[src/sv/pts_pkg.sv]
// Package for the priority thread scheduler: sizes, codes and shared types.
`timescale 1ns / 1ps

package pts_pkg;

	localparam int THREADS    = 8;
	localparam int SEMAPHORES = 8;

	localparam int THR_W  = $clog2(THREADS);
	localparam int SEM_AW = (SEMAPHORES > 1) ? $clog2(SEMAPHORES) : 1;
	localparam int MARK_W = $clog2(SEMAPHORES + 1);

	localparam int PRIO_W      = 8;
	localparam int PRIO_BITS   = 64;
	localparam int SLEEP_W     = 32;
	localparam int SEMV_W      = 16;
	localparam int KIND_W      = 3;
	localparam int SEMID_W     = 3;
	localparam int IN_DATA_W   = 56;
	localparam int OUT_DATA_W  = 32;

	localparam logic [PRIO_W-1:0] LOWEST_PRIO = 8'd255;

	typedef enum logic [KIND_W-1:0] {
		KIND_TICK    = 3'd0,
		KIND_SUSPEND = 3'd1,
		KIND_SLEEP   = 3'd2,
		KIND_WAIT    = 3'd3,
		KIND_SIGNAL  = 3'd4,
		KIND_INIT    = 3'd5
	} kind_t;

	typedef enum logic [2:0] {
		ST_IDLE,
		ST_TICK,
		ST_SEM,
		ST_WAKE,
		ST_PICK,
		ST_DONE
	} state_t;

	typedef struct packed {
		logic [KIND_W-1:0]        kind;
		logic [SEMID_W-1:0]       sem_id;
		logic [SLEEP_W-1:0]       sleep_time;
		logic signed [SEMV_W-1:0] init_value;
	} evt_t;

	typedef struct packed {
		logic [2:0]               running_thread;
		logic                     switched;
		logic                     none_ready;
		logic                     caller_blocked;
		logic                     woke_valid;
		logic [2:0]               woken_thread;
		logic signed [SEMV_W-1:0] sem_value;
	} res_t;

endpackage

[src/sv/pts_core.sv]
// Scheduler state and sequencer, with one thread-entry evaluation unit shared by all walks.
`timescale 1ns / 1ps

module pts_core (
	input  logic                             clk,
	input  logic                             arst_n,
	input  logic                             cfg_we,
	input  logic [pts_pkg::PRIO_BITS-1:0]    cfg_wdata,
	input  logic                             start,
	input  pts_pkg::evt_t                    ev_in,
	output logic                             idle,
	output logic                             res_valid,
	input  logic                             res_ready,
	output pts_pkg::res_t                    res
);

	localparam int TW = pts_pkg::THREADS;
	localparam int MW = pts_pkg::MARK_W;
	localparam int AW = pts_pkg::THR_W;

	pts_pkg::state_t st_q, st_d;
	pts_pkg::evt_t   ev_q;

	logic [AW-1:0] cur_q, old_q, t_q, cnt_q, pick_q, woken_q;
	logic [pts_pkg::PRIO_W-1:0]    best_q;
	logic                          found_q, none_q, blocked_q, woke_q;
	logic signed [pts_pkg::SEMV_W-1:0] sval_q;
	logic [pts_pkg::PRIO_BITS-1:0] prio_q;

	logic [pts_pkg::SLEEP_W-1:0]       sleep_q [TW];
	logic [MW-1:0]                     mark_q  [TW];
	logic signed [pts_pkg::SEMV_W-1:0] sem_q   [pts_pkg::SEMAPHORES];

	// Shared evaluation unit: looks at the thread entry under the walk pointer.
	logic [pts_pkg::SLEEP_W-1:0] ent_sleep;
	logic [MW-1:0]               ent_mark;
	logic [pts_pkg::PRIO_W-1:0]  ent_prio;
	logic                        ent_ready, ent_match, last_step;
	logic [MW-1:0]               sem_mark;
	logic [AW-1:0]               t_next, cur_next;

	// Semaphore arithmetic.
	logic [pts_pkg::SEM_AW-1:0]        sidx;
	logic signed [pts_pkg::SEMV_W-1:0] sem_cur, sem_sat;
	logic signed [pts_pkg::SEMV_W:0]   sem_sum;
	logic                              in_sem_ok;

	assign ent_sleep = sleep_q[t_q];
	assign ent_mark  = mark_q[t_q];
	assign ent_prio  = prio_q[{t_q, 3'b000} +: pts_pkg::PRIO_W];
	assign ent_ready = (ent_mark == '0) && (ent_sleep == '0) && (ent_prio < best_q);
	assign sem_mark  = MW'({1'b0, ev_q.sem_id} + 4'd1);
	assign ent_match = (ent_mark == sem_mark);
	assign last_step = (cnt_q == AW'(TW - 1));
	assign t_next    = (t_q == AW'(TW - 1)) ? '0 : t_q + 1'b1;
	assign cur_next  = (cur_q == AW'(TW - 1)) ? '0 : cur_q + 1'b1;

	assign sidx    = pts_pkg::SEM_AW'(ev_q.sem_id);
	assign sem_cur = sem_q[sidx];
	assign sem_sum = {sem_cur[pts_pkg::SEMV_W-1], sem_cur} +
		((ev_q.kind == pts_pkg::KIND_WAIT) ? 17'h1FFFF : 17'h00001);
	assign in_sem_ok = (32'(ev_in.sem_id) < pts_pkg::SEMAPHORES);

	always_comb begin
		if (sem_sum > 17'sd32767) begin
			sem_sat = 16'sd32767;
		end else if (sem_sum < -17'sd32768) begin
			sem_sat = -16'sd32768;
		end else begin
			sem_sat = sem_sum[pts_pkg::SEMV_W-1:0];
		end
	end

	// Next state.
	always_comb begin
		st_d = st_q;
		unique case (st_q)
			pts_pkg::ST_IDLE: begin
				if (start) begin
					case (ev_in.kind)
						pts_pkg::KIND_TICK: st_d = pts_pkg::ST_TICK;
						pts_pkg::KIND_SUSPEND,
						pts_pkg::KIND_SLEEP: st_d = pts_pkg::ST_PICK;
						pts_pkg::KIND_WAIT,
						pts_pkg::KIND_SIGNAL,
						pts_pkg::KIND_INIT: begin
							st_d = in_sem_ok ? pts_pkg::ST_SEM : pts_pkg::ST_DONE;
						end
						default: st_d = pts_pkg::ST_DONE;
					endcase
				end
			end
			pts_pkg::ST_TICK: begin
				if (last_step) st_d = pts_pkg::ST_DONE;
			end
			pts_pkg::ST_SEM: begin
				if (ev_q.kind == pts_pkg::KIND_WAIT && sem_sat[pts_pkg::SEMV_W-1]) begin
					st_d = pts_pkg::ST_PICK;
				end else if (ev_q.kind == pts_pkg::KIND_SIGNAL &&
				             (sem_sat[pts_pkg::SEMV_W-1] || sem_sat == '0)) begin
					st_d = pts_pkg::ST_WAKE;
				end else begin
					st_d = pts_pkg::ST_DONE;
				end
			end
			pts_pkg::ST_WAKE: begin
				if (ent_match || last_step) st_d = pts_pkg::ST_DONE;
			end
			pts_pkg::ST_PICK: begin
				if (last_step) st_d = pts_pkg::ST_DONE;
			end
			pts_pkg::ST_DONE: begin
				if (res_ready) st_d = pts_pkg::ST_IDLE;
			end
			default: st_d = pts_pkg::ST_IDLE;
		endcase
	end

	// Outputs of the sequencer.
	always_comb begin
		idle      = 1'b0;
		res_valid = 1'b0;
		unique case (st_q)
			pts_pkg::ST_IDLE: idle      = 1'b1;
			pts_pkg::ST_DONE: res_valid = 1'b1;
			default: begin
				idle      = 1'b0;
				res_valid = 1'b0;
			end
		endcase
	end

	always_ff @(posedge clk or negedge arst_n) begin
		if (!arst_n) begin
			st_q   <= pts_pkg::ST_IDLE;
			cur_q  <= '0;
			prio_q <= '0;
			for (int i = 0; i < TW; i++) begin
				sleep_q[i] <= '0;
				mark_q[i]  <= '0;
			end
			for (int i = 0; i < pts_pkg::SEMAPHORES; i++) begin
				sem_q[i] <= '0;
			end
		end else begin
			st_q <= st_d;
			if (cfg_we) prio_q <= cfg_wdata;
			case (st_q)
				pts_pkg::ST_IDLE: begin
					if (start && ev_in.kind == pts_pkg::KIND_SLEEP) begin
						sleep_q[cur_q] <= ev_in.sleep_time;
					end
				end
				pts_pkg::ST_TICK: begin
					if (ent_sleep != '0) sleep_q[t_q] <= ent_sleep - 1'b1;
				end
				pts_pkg::ST_SEM: begin
					if (ev_q.kind == pts_pkg::KIND_INIT) begin
						sem_q[sidx] <= ev_q.init_value;
					end else begin
						sem_q[sidx] <= sem_sat;
						if (ev_q.kind == pts_pkg::KIND_WAIT && sem_sat[pts_pkg::SEMV_W-1]) begin
							mark_q[cur_q] <= sem_mark;
						end
					end
				end
				pts_pkg::ST_WAKE: begin
					if (ent_match) mark_q[t_q] <= '0;
				end
				pts_pkg::ST_PICK: begin
					if (last_step) begin
						if (ent_ready) begin
							cur_q <= t_q;
						end else if (found_q) begin
							cur_q <= pick_q;
						end
					end
				end
				default: begin
				end
			endcase
		end
	end

	// Per-item working registers.
	always_ff @(posedge clk) begin
		case (st_q)
			pts_pkg::ST_IDLE: begin
				if (start) begin
					ev_q      <= ev_in;
					old_q     <= cur_q;
					t_q       <= cur_next;
					cnt_q     <= '0;
					best_q    <= pts_pkg::LOWEST_PRIO;
					found_q   <= 1'b0;
					pick_q    <= cur_q;
					none_q    <= 1'b0;
					blocked_q <= 1'b0;
					woke_q    <= 1'b0;
					woken_q   <= '0;
					sval_q    <= '0;
				end
			end
			pts_pkg::ST_TICK: begin
				t_q   <= t_next;
				cnt_q <= cnt_q + 1'b1;
			end
			pts_pkg::ST_SEM: begin
				if (ev_q.kind == pts_pkg::KIND_INIT) begin
					sval_q <= ev_q.init_value;
				end else begin
					sval_q <= sem_sat;
					if (ev_q.kind == pts_pkg::KIND_WAIT && sem_sat[pts_pkg::SEMV_W-1]) begin
						blocked_q <= 1'b1;
					end
				end
			end
			pts_pkg::ST_WAKE: begin
				t_q   <= t_next;
				cnt_q <= cnt_q + 1'b1;
				if (ent_match) begin
					woke_q  <= 1'b1;
					woken_q <= t_q;
				end
			end
			pts_pkg::ST_PICK: begin
				t_q   <= t_next;
				cnt_q <= cnt_q + 1'b1;
				if (ent_ready) begin
					best_q  <= ent_prio;
					pick_q  <= t_q;
					found_q <= 1'b1;
				end
				if (last_step) none_q <= !(ent_ready || found_q);
			end
			default: begin
			end
		endcase
	end

	assign res.running_thread = 3'(cur_q);
	assign res.switched       = (cur_q != old_q);
	assign res.none_ready     = none_q;
	assign res.caller_blocked = blocked_q;
	assign res.woke_valid     = woke_q;
	assign res.woken_thread   = 3'(woken_q);
	assign res.sem_value      = sval_q;

endmodule

[src/sv/priority_thread_scheduler_top.sv]
// Top level of the priority thread scheduler: stream ports and the result register.
`timescale 1ns / 1ps

// Event-driven thread scheduler for a ring of eight threads and eight counting semaphores.
// Each event item on the input stream yields exactly one result item. Events are handled one
// at a time, and s_axis_tready is low while an event is in work. A suspend, sleep, blocking
// wait or tick walks all eight thread entries, and a signal that searches for a waiter walks
// them until it finds one or has seen all eight; a kind six or seven and any other event need
// no walk. The walks share one evaluation unit that looks at one thread entry per cycle. The
// result register lets the next event be accepted while a result is still waiting on the
// output. Priorities are written through cfg_we and cfg_wdata; the user must write them only
// while no event is in work, as the block itself does not enforce this.
module priority_thread_scheduler_top (
	input  logic                              clk,
	input  logic                              arst_n,
	input  logic                              cfg_we,
	input  logic [pts_pkg::PRIO_BITS-1:0]     cfg_wdata,
	input  logic                              s_axis_tvalid,
	output logic                              s_axis_tready,
	// sem_id[2:0], sleep_time[34:3], init_value[50:35], zero fill above
	input  logic [pts_pkg::IN_DATA_W-1:0]     s_axis_tdata,
	// kind[2:0]
	input  logic [pts_pkg::KIND_W-1:0]        s_axis_tuser,
	output logic                              m_axis_tvalid,
	input  logic                              m_axis_tready,
	// running_thread[2:0], switched[3], none_ready[4], caller_blocked[5], woke_valid[6],
	// woken_thread[9:7], sem_value[25:10], zero fill above
	output logic [pts_pkg::OUT_DATA_W-1:0]    m_axis_tdata
);

	pts_pkg::evt_t ev_in;
	pts_pkg::res_t res;
	logic          core_idle, res_valid, res_ready, start;
	logic          out_valid_q;
	logic [pts_pkg::OUT_DATA_W-1:0] out_data_q;

	assign ev_in.kind       = s_axis_tuser;
	assign ev_in.sem_id     = s_axis_tdata[2:0];
	assign ev_in.sleep_time = s_axis_tdata[34:3];
	assign ev_in.init_value = s_axis_tdata[50:35];

	assign s_axis_tready = core_idle;
	assign start         = s_axis_tvalid && core_idle;
	assign res_ready     = !out_valid_q || m_axis_tready;

	pts_core u_core (
		.clk       (clk),
		.arst_n    (arst_n),
		.cfg_we    (cfg_we),
		.cfg_wdata (cfg_wdata),
		.start     (start),
		.ev_in     (ev_in),
		.idle      (core_idle),
		.res_valid (res_valid),
		.res_ready (res_ready),
		.res       (res)
	);

	always_ff @(posedge clk or negedge arst_n) begin
		if (!arst_n) begin
			out_valid_q <= 1'b0;
		end else if (res_valid && res_ready) begin
			out_valid_q <= 1'b1;
		end else if (m_axis_tready) begin
			out_valid_q <= 1'b0;
		end
	end

	always_ff @(posedge clk) begin
		if (res_valid && res_ready) begin
			out_data_q <= {6'b0, res.sem_value, res.woken_thread, res.woke_valid,
			               res.caller_blocked, res.none_ready, res.switched,
			               res.running_thread};
		end
	end

	assign m_axis_tvalid = out_valid_q;
	assign m_axis_tdata  = out_data_q;

endmodule
[config.mk]
export PLATFORM = sky130hd
export DESIGN_NAME = priority_thread_scheduler_top
export DESIGN_NICKNAME = d
export VERILOG_FILES = /design/src/sv/pts_pkg.sv /design/src/sv/pts_core.sv /design/src/sv/priority_thread_scheduler_top.sv
export SDC_FILE = /design/constraint.sdc
export NUM_CORES = 1
export LEC_CHECK = 0
export BUFFER_PORTS_ARGS = -buffer_cell sky130_fd_sc_hd__buf_2
export CAP_MARGIN = 15
export CORE_AREA = 2 2 283 285
export CTS_BUF_LIST = sky130_fd_sc_hd__clkbuf_8 sky130_fd_sc_hd__clkbuf_16
export DETAILED_ROUTE_END_ITERATION = 10
export DIE_AREA = 0 0 285 287
export GPL_TIMING_DRIVEN = 0
export PLACE_DENSITY_LB_ADDON = 0.25
export RECOVER_POWER = 25
export SYNTH_ARGS = -nofsm -noshare
export SYNTH_HDL_FRONTEND = slang
export SYNTH_HIERARCHICAL = 1
export SYNTH_SLANG_ARGS = --single-unit
[constraint.sdc]
create_clock -name clk -period 13.2 [get_ports clk]
set_input_delay 3.96 -clock clk [delete_from_list [all_inputs] [get_ports clk]]
set_output_delay 3.96 -clock clk [all_outputs]
set_load 0.01 [all_outputs]
# Word level (Yosys, flattened, before mapping)
# Index checks and enable logic that the tools add are counted.
[classes]
addsub = 6
magnitude_cmp = 9
eq_ne = 29
shift = 1
mux = 76
bitwise_logic = 5
n_reduce_logical = 45
[op_table]
columns = ["op", "count"]
rows = [
  ["256-bit bitwise mux", 2],
  ["256-bit two-way mux", 2],
  ["256-bit case mux with 2 select lines", 1],
  ["128-bit bitwise mux", 2],
  ["32-bit two-way mux", 7],
  ["32-bit demux with 3-bit select", 2],
  ["128-bit two-way mux", 1],
  ["16-bit two-way mux", 7],
  ["32-bit binary-select mux with 3-bit select", 1],
  ["32-bit case mux with 2 select lines", 1],
  ["64-bit by 7-bit indexed part select with 8-bit output", 1],
  ["16-bit binary-select mux with 3-bit select", 1],
  ["16-bit demux with 3-bit select", 1],
  ["3-bit two-way mux", 15],
  ["32-bit AND", 1],
  ["32-bit bitwise mux", 1],
  ["32-bit logical NOT", 1],
  ["32-bit NOT", 1],
  ["16-bit case mux with 2 select lines", 1],
  ["32-bit nonzero test", 1],
  ["32-bit by 1-bit subtractor with 32-bit output, second input constant", 1],
  ["3-bit == test, second input constant", 9],
  ["4-bit demux with 3-bit select", 2],
  ["3-bit case mux with 2 select lines", 4],
  ["other kinds (36)", 105],
]
[word_totals]
register_bits = 578
in_bits = 128

# Depth between registers and ports, before layout
# Gate-level depths: netlist (run 1).
[logic_depth]
depth_word = 14
depth_mapped = 20
depth_no_buf = 15

# Cells and area by module
# Netlist (run 1), hierarchy kept.
[modules_own_cells]
columns = ["module", "n_inst", "cells_per_inst", "area_per_inst_um2", "seq_area_each_um2"]
rows = [
  ["pts_core", 1, 2788, 30291.6, 14113.5],
  ["priority_thread_scheduler_top", 1, 38, 889.6, 805.8],
]

# Worst setup path after synthesis (run 1)
# Ideal clock, no wire load.
[synth_timing]
kind = "input -> register"
startpoint = "input s_axis_tvalid"
endpoint = "register u_core/sleep_q[10] in the netlist's numbering"
setup_time_ns = 0.125
arrival_time_ns = 6.148
path_slack_ns = 6.927
cell_stages = 7
path_buffers = 1
cell_sequence = "and2_1 > nand2_1 > inv_1 > nand3_1 > o22ai_1 > buf_2 > mux2_2"
[synth_via]
elab_chain_len = 4
[synth_lines]
columns = ["item", "line_no", "text"]
rows = [
  ["from (decl)", "priority_thread_scheduler_top.sv:18", "input logic s_axis_tvalid,"],
  ["1-bit logical AND", "priority_thread_scheduler_top.sv:43", "assign start = s_axis_tvalid && core_idle;"],
  ["1-bit logical AND", "pts_core.sv:150", "if (start && ev_in.kind == pts_pkg::KIND_SLEEP) begin"],
  ["2-bit by 1-bit != test with 1-bit output (no line)", "-", ""],
  ["3-bit AND reduction (no line)", "-", ""],
  ["to (signal, indexed assignment)", "pts_core.sv:151", "sleep_q[cur_q] <= ev_in.sleep_time;"],
  ["to (signal, indexed assignment)", "pts_core.sv:155", "if (ent_sleep != '0) sleep_q[t_q] <= ent_sleep - 1'b1;"],
  ["to (decl)", "pts_core.sv:30", "logic [pts_pkg::SLEEP_W-1:0] sleep_q [TW];"],
]
# Every way passes these cells.
# A chain may end at the register's enable or synchronous reset.

# Worst setup path in the final report (run 1)
[layout_timing]
startpoint = "register u_core.t_q[1]"
endpoint = "register u_core/best_q[6] in the netlist's numbering (enable)"
[layout_via]
word_cells_on_any_way = 15
[layout_lines]
columns = ["item", "line_no", "text"]
rows = [
  ["from (decl)", "pts_core.sv:24", "logic [AW-1:0] cur_q, old_q, t_q, cnt_q, pick_q, woken_q;"],
  ["from (signal assigned)", "pts_core.sv:192", "t_q <= cur_next;"],
  ["from (signal assigned)", "pts_core.sv:205", "t_q <= t_next;"],
  ["from (signal assigned)", "pts_core.sv:219", "t_q <= t_next;"],
  ["64-bit by 7-bit indexed part select with 8-bit output", "pts_core.sv:50", "assign ent_prio = prio_q[{t_q, 3'b000} +: pts_pkg::PRIO_W];"],
  ["via u_core.ent_prio, one bit", "pts_core.sv:37", "logic [pts_pkg::PRIO_W-1:0] ent_prio;"],
  ["8-bit less-than comparator", "pts_core.sv:51", "assign ent_ready = (ent_mark == '0) && (ent_sleep == '0) && (ent_prio < best_q);"],
  ["1-bit logical AND", "pts_core.sv:51", ""],
  ["2-bit by 1-bit != test with 1-bit output (no line)", "-", ""],
  ["3-bit AND reduction (no line)", "-", ""],
  ["to (signal assigned)", "pts_core.sv:194", "best_q <= pts_pkg::LOWEST_PRIO;"],
  ["to (signal assigned)", "pts_core.sv:230", "best_q <= ent_prio;"],
  ["to (decl)", "pts_core.sv:25", "logic [pts_pkg::PRIO_W-1:0] best_q;"],
]
# The timed path passes the listed nets, and every way through them passes these cells. The select of a mux whose other input is x is not followed.

==> results.cfg, run 1 <==
[clock_network]
clockBufferDepth = 3
cts.sinks = 578
cts_made_buffers = 68
h-tree-depth = 3
cts-resized-gates = 0
clkSlewWorstSetupHoldPaths_ns = 0.06
cts_root_buf = clkbuf_16
post_cts_buffers = 0
cts_tree = built
cts_hold_buf = 0
insertion_delay_ns = 0.65

[detailed_routing]
drt_iter0_drc = 3602
vias = 27056
antenna_left = 0
highest_layer = met5
wl_per_cell_um = 30.7
post-route-drc-count = 0
met1_length_um = 49800
wl_met2_um = 55600
wl_met3_um = 13600
routed_via_density = 6.52
wirelength_um = 127000
drt_first_pass_iters = 9

[sta]
fin_crit_ns = 9.11
hold_viol_final = 0
setup_violations = 0
slew_headroom = -1.20
whs_ns = 0.417
tightest_slew_ns = 3.30
rsz0062_at_grt = no
tns_ns = 0
max_freq_ghz = 0.110
clock_skew_ns = 0.0460
maxSlewViolCount = 81
period_share = 0.690

[layout]
syn_to_final_growth_pct = 14.2
final_net_count = 3208
fillers = 7423
drive_gt1_frac = 0.215
n_antenna_cell = 0

[synthesis]
postSynthCellCount = 2826
synth_edf_count = 91
synthDistinctLibCells = 96
syn_avg_cell_area_um2 = 11.0
synthFlopType = dfrtp_1
ys_warn_count = 6
synth_seq_cells = 578
yosysSeqAreaShare = 0.478
async_flop_share = 0.843
synth_area_mm2 = 0.0312

[placement]
gp_congestion = 1.00
hpwlAfterDp_um = 89300
port_buffers = 131

[worst_setup_path]
path_class = reg2reg
path_max_fanout = 12
reg2reg_to = u_core/best_q[6]
r2r-start = u_core/t_q[1]
reg2reg_depth = 19
startpoint_type = flop
rrSetupSlack_ns = 4.09
path_buf_inv = 7
path_common_cell = clkbuf_1
critPathMaxStageDelay_ns = 0.83
end_kind = flop
slowest_stage = clkbuf_1
cp.required_ns = 13.46
cp_cell_sequence = clkbuf_1 > clkbuf_1 > clkbuf_1 > clkbuf_1 > buf_2 > buf_2 > clkbuf_1 > mux4_2 > nor2_1 > o21ai_0 > ha_1 > a21o_1 > a21oi_1 > nor2b_1 > a2111oi_0 > o211ai_1 > nor4_4 > nand2_1 > nand2_1
arrival_ns = 9.37
cp_top_family = buffers and inverters

[global_routing]
grt_usage = 0.307
grt_pass1_vias = 26919
overflow = 0
antenna_found_initial = 4
grt_max_degree = 122
grt_pass1_wl_um = 185000

[power]
power.density_mw_per_mm2 = 225
ir_drop_uv = 122
leakage_nw = 14.4

[status]
violations = max-capacitance violations, max-slew violations
status = complete, but fails checks

[die]
initial_core_util = 0.397
die_w_um = 285
coreArea_mm2 = 0.0786
dieArea_mm2 = 0.0818
die_y_um = 287
rows = 103
pin_count = 162

[hold_path]
whs_endpoint = m_axis_tdata[13]
hold_depth = 0
hold_class = reg2reg
min_from = u_core/sval_q[3]

[job]
drv_cap = 2
-- worst max path at each step --
| stage | startpoint | slack, ns | cells after the start | to |
|---|---|---|---|---|
| 2_1_floorplan | s_axis_tvalid | 6.93 | 7 | u_core/sleep_q[10] |
| 3_3_place_gp | arst_n | -1.90 | 1 | u_core/sem_q[83] |
| 3_5_place_dp | s_axis_tvalid | 5.39 | 8 | u_core/sleep_q[28] |
| 4_1_cts | u_core/sidx[0] | 5.59 | 17 | u_core/sem_q[56] |
| 5_1_grt | u_core/t_q[1] | 3.70 | 19 | u_core/best_q[6] |
| 6_report | u_core/t_q[1] | 4.09 | 19 | u_core/best_q[6] |
-- stage by stage --
stage / utilization / power, mW / instances / setup WS, ns / cell area (um2)
finish: 0.453 / 8.00 / 4148 / 4.09 / 35600
global route: 0.453 / 8.26 / 4148 / 3.70 / 35600
CTS: 0.453 / 7.86 / 4142 / 5.59 / 35600
detailed placement: 0.424 / 5.94 / 4023 / 5.39 / 33400
global placement: 0.422 / 5.88 / 4012 / -1.90 / 33200
floorplan: - / 4.59 / 2831 / 6.93 / 31200
-- cell usage in the layout, fill, tap and decap left out, types with 20 or more instances in the layout --
master and count:
a22o_1 84, edfxtp_1 91, nor3_1 30, nor2_1 103, clkbuf_16 69, a221o_1 20, nand2_1 296, mux2i_1 72
inv_1 40, mux4_2 36, a22oi_1 38, clkbuf_1 158, mux2_4 37, buf_2 169, o31ai_1 82, a32oi_1 45
o21ai_0 180, o211ai_1 20, o22ai_1 85, mux2_2 247, nand4_1 21, nand3_1 55, a221oi_1 27, a32o_1 24
buf_1 30, nand2b_1 26, ha_1 30, dfrtp_1 487, a21oi_1 59, o2bb2ai_1 51
-- cells in the mapped netlist (27+ instances only) --
library cell	n	share of area
o2bb2ai_1	51	0.014
a32oi_1	45	0.013
o21ai_0	180	0.029
clkbuf_1	139	0.017
ha_1	30	0.012
nand3_1	55	0.0088
dfrtp_1	487	0.39
mux2i_1	72	0.023
mux2_2	247	0.089
mux2_4	37	0.018
edfxtp_1	91	0.088
nand2_1	296	0.036
buf_2	46	0.0074
a221oi_1	27	0.0076
nor2_1	104	0.013
o31ai_1	82	0.020
inv_1	29	0.0035
buf_1	35	0.0042
mux4_2	36	0.026
o22ai_1	85	0.017
a22oi_1	38	0.0091
nor3_1	32	0.0051
a22o_1	84	0.024
a21oi_1	59	0.0095
-- sequential cells by signal, indices dropped and copies added, names as in the netlist, 3 cells and up --
register and count:
u_core/ev_q 19, u_core/best_q 8, u_core/mark_q 32, u_core/sval_q 16, u_core/woken_q 3, u_core/old_q 3, m_axis_tdata 26, u_core/sidx 3
u_core/cur_q 3, u_core/sleep_q 256, u_core/st_q 3, u_core/pick_q 3, u_core/prio_q 64, u_core/t_q 3, u_core/cnt_q 3, u_core/sem_q 128
-- where the power goes --
part | internal (mW) | switching (mW) | leakage, nW
Sequential | 2.26 | 0.245 | 6.87
Combinational | 1.18 | 2.41 | 6.38
Clock | 1.09 | 0.806 | 1.13
-- metal layers --
layer,track usage,vias to the layer above
li1,-,11254
met1,0.398,13594
met2,0.470,1749
met3,0.0816,453
met4,0.168,6
met5,0,-
-- cell families (layout without fill, tap and decap cells) --
logic type / Yosys count / after routing / synth area share
xor gates and xnor gates: 31 / 31 / 0.00871
adders and majority gates: 31 / 31 / 0.0127
and+or+nand+nor: 665 / 665 / 0.104
buffers and inverters: 278 / 545 / 0.0401
AOI/OAI and AO/OA: 832 / 832 / 0.193
DFF: 578 / 578 / 0.478
other: 1 / 6 / 0.000120
muxes: 410 / 410 / 0.163
-- area by class of cell --
cell class | count | area, um2 | share of cell area
repair buffers | 148 | 875 | 0.0246
clock inverters | 44 | 415 | 0.0117
multi-input cells | 1975 | 15000 | 0.422
flip-flops and latches | 578 | 14900 | 0.419
clock buffers | 75 | 1810 | 0.0508
inverters | 33 | 124 | 0.00348
plain buffers | 245 | 1110 | 0.0313
well taps | 1050 | 1310 | 0.0369
-- worst register-to-register path, stage by stage, from the launching register on --
cell       delay [ns]
edfxtp_1         0.35
clkbuf_1         0.66
clkbuf_1         0.73
clkbuf_1         0.83
clkbuf_1         0.72
buf_2            0.53
buf_2            0.48
clkbuf_1         0.80
mux4_2           0.61
nor2_1           0.09
o21ai_0          0.14
ha_1             0.34
a21o_1           0.15
a21oi_1          0.15
nor2b_1          0.06
a2111oi_0        0.36
o211ai_1         0.38
nor4_4           0.76
nand2_1          0.13
nand2_1          0.45
(Power assumes the default switching activity.)
==> run 2: changes to the inputs <==
==> constraint.sdc (replaced) <==
create_clock -name clk -period 8.5 [get_ports clk]
set_input_delay 2.55 -clock clk [delete_from_list [all_inputs] [get_ports clk]]
set_output_delay 2.55 -clock clk [all_outputs]
set_load 0.01 [all_outputs]
==> results.cfg, run 2 (synthesized netlist as in run 1, its figures left out) <==
[worst_setup_path]
endpoint = u_core/sem_q[38]
cp.required_ns = 9.07
path_class = reg2reg
path_max_fanout = 10
r2r-start = u_core/sidx[0]
rrSetupSlack_ns = 0.90
reg2reg_depth = 17
end_kind = flop
crit_path_start = u_core/sidx[0]
arrival_ns = 8.17
startpoint_type = flop
reg2reg_to = u_core/sem_q[38]

[power]
leakage_nw = 14.4
totalPowerFinal_mw = 12.4
ir_drop_uv = 187
power.density_mw_per_mm2 = 349

[sta]
worst_slack_ns = 0.895
rsz0062_at_grt = no
tightest_slew_ns = 3.26
period_share = 0.895
maxSlewViolCount = 81
setup_violations = 0
clock_skew_ns = 0.0465
fin_crit_ns = 7.60
max_freq_ghz = 0.132
slew_headroom = -1.17
hold_viol_final = 0

[global_routing]
grt_pass1_wl_um = 185000
grt_max_degree = 122
grt_usage = 0.307
antenna_found_initial = 4
overflow = 0
grt_pass1_vias = 26919

[detailed_routing]
post-route-drc-count = 0
routed_via_density = 6.52
antenna_left = 0
highest_layer = met5
drt_iter0_drc = 3623
wl_met3_um = 14000
vias = 27049
met1_length_um = 49400
wirelength_um = 127000
wl_met2_um = 55600
wl_per_cell_um = 30.7
drt_first_pass_iters = 6

[die]
pin_count = 162
dieArea_mm2 = 0.0818
rows = 103
die_w_um = 285
initial_core_util = 0.397
coreArea_mm2 = 0.0786
die_y_um = 287

[clock_network]
cts.sinks = 578
cts_hold_buf = 0
cts_tree = built
cts_root_buf = clkbuf_16
post_cts_buffers = 0
h-tree-depth = 3
cts_made_buffers = 68
cts-resized-gates = 0
insertion_delay_ns = 0.65
clkSlewWorstSetupHoldPaths_ns = 0.06
clockBufferDepth = 3

[status]
violations = max-capacitance violations, max-slew violations
status = complete, but fails checks

[placement]
gp_congestion = 1.00
hpwlAfterDp_um = 89300
dp_slack_ns = 0.888
placed_area_mm2 = 0.0334
port_buffers = 131

[layout]
final_common_cell = dfrtp_1
drive_gt1_frac = 0.216
syn_to_final_growth_pct = 14.2
fin_area_mm2 = 0.0356
utilization = 0.453
layout_common_cells = dfrtp_1, nand2_1, mux2_2, o21ai_0, buf_2
final_net_count = 3208
largest_register = u_core/sleep_q
reg.largest.list = u_core/sleep_q x256, u_core/sem_q x128, u_core/prio_q x64
largest_reg_flops = 256

[hold_path]
min_from = u_core/sval_q[3]
hold_class = reg2reg

[job]
drv_cap = 2
-- run 2: cell count changes in the layout (fill, tap and decap cells not counted), sizes merged --
cell    before  now
diode        0    1
buf        231  240
clkbuf     237  228
-- run 2: how the worst min path moves through the flow --
stage / endpoint / depth (start not counted)
CTS: m_axis_tdata[13] / 0
detailed placement: m_axis_tdata[13] / 0
floorplan: m_axis_tdata[10] / 0
global placement: m_axis_tdata[22] / 0
global route: m_axis_tdata[24] / 0
finish: m_axis_tdata[13] / 0
-- run 2: report_power, final --
part | internal, mW | leakage [nW] | switching [mW]
logic | 1.84 | 6.40 | 3.75
clock network | 1.70 | 1.13 | 1.25
registers | 3.51 | 6.87 | 0.381
total | 7.05 | 14.4 | 5.38
-- run 2: cell type report --
cell class | instances | area [um2]
clock inverter | 44 | 415
fill | 7421 | 43000
inverter | 33 | 124
antenna | 1 | 2.50
tap | 1050 | 1310
sequential | 578 | 14900
multi-input combinational | 1975 | 15000
timing repair buffer | 148 | 875
buffer | 245 | 1130
clock buffer | 75 | 1810
-- run 2: critical path, stage by stage, from the launching register on --
cell	delay, ns
edfxtp_1	0.35
clkbuf_1	0.40
clkbuf_1	0.44
buf_1	0.81
clkbuf_1	0.63
buf_1	0.47
o21ai_0	0.21
nand2_1	0.11
o221ai_1	0.16
ha_1	0.42
nand4_1	0.14
o22ai_1	0.09
a31oi_1	0.51
a31oi_1	0.37
o21ai_1	0.61
a21oi_1	0.27
a221oi_1	1.19
mux2_2	0.34
-- run 2: routing by layer --
metal  vias up  GRT usage
met4         6      0.168
met5         -          0
met1     13506      0.398
met2      1813      0.470
met3       483     0.0816
li1      11241          -
-- run 2: through the flow --
step | std cells | setup TNS (ns) | hold WS (ns)
5_1_grt | 4148 | 0 | 0.428
3_5_place_dp | 4023 | 0 | 0.405
6_report | 4149 | 0 | 0.417
4_1_cts | 4142 | 0 | 0.417
2_1_floorplan | 2831 | 0 | 0.400
3_3_place_gp | 4012 | -2490.16 | 0.401
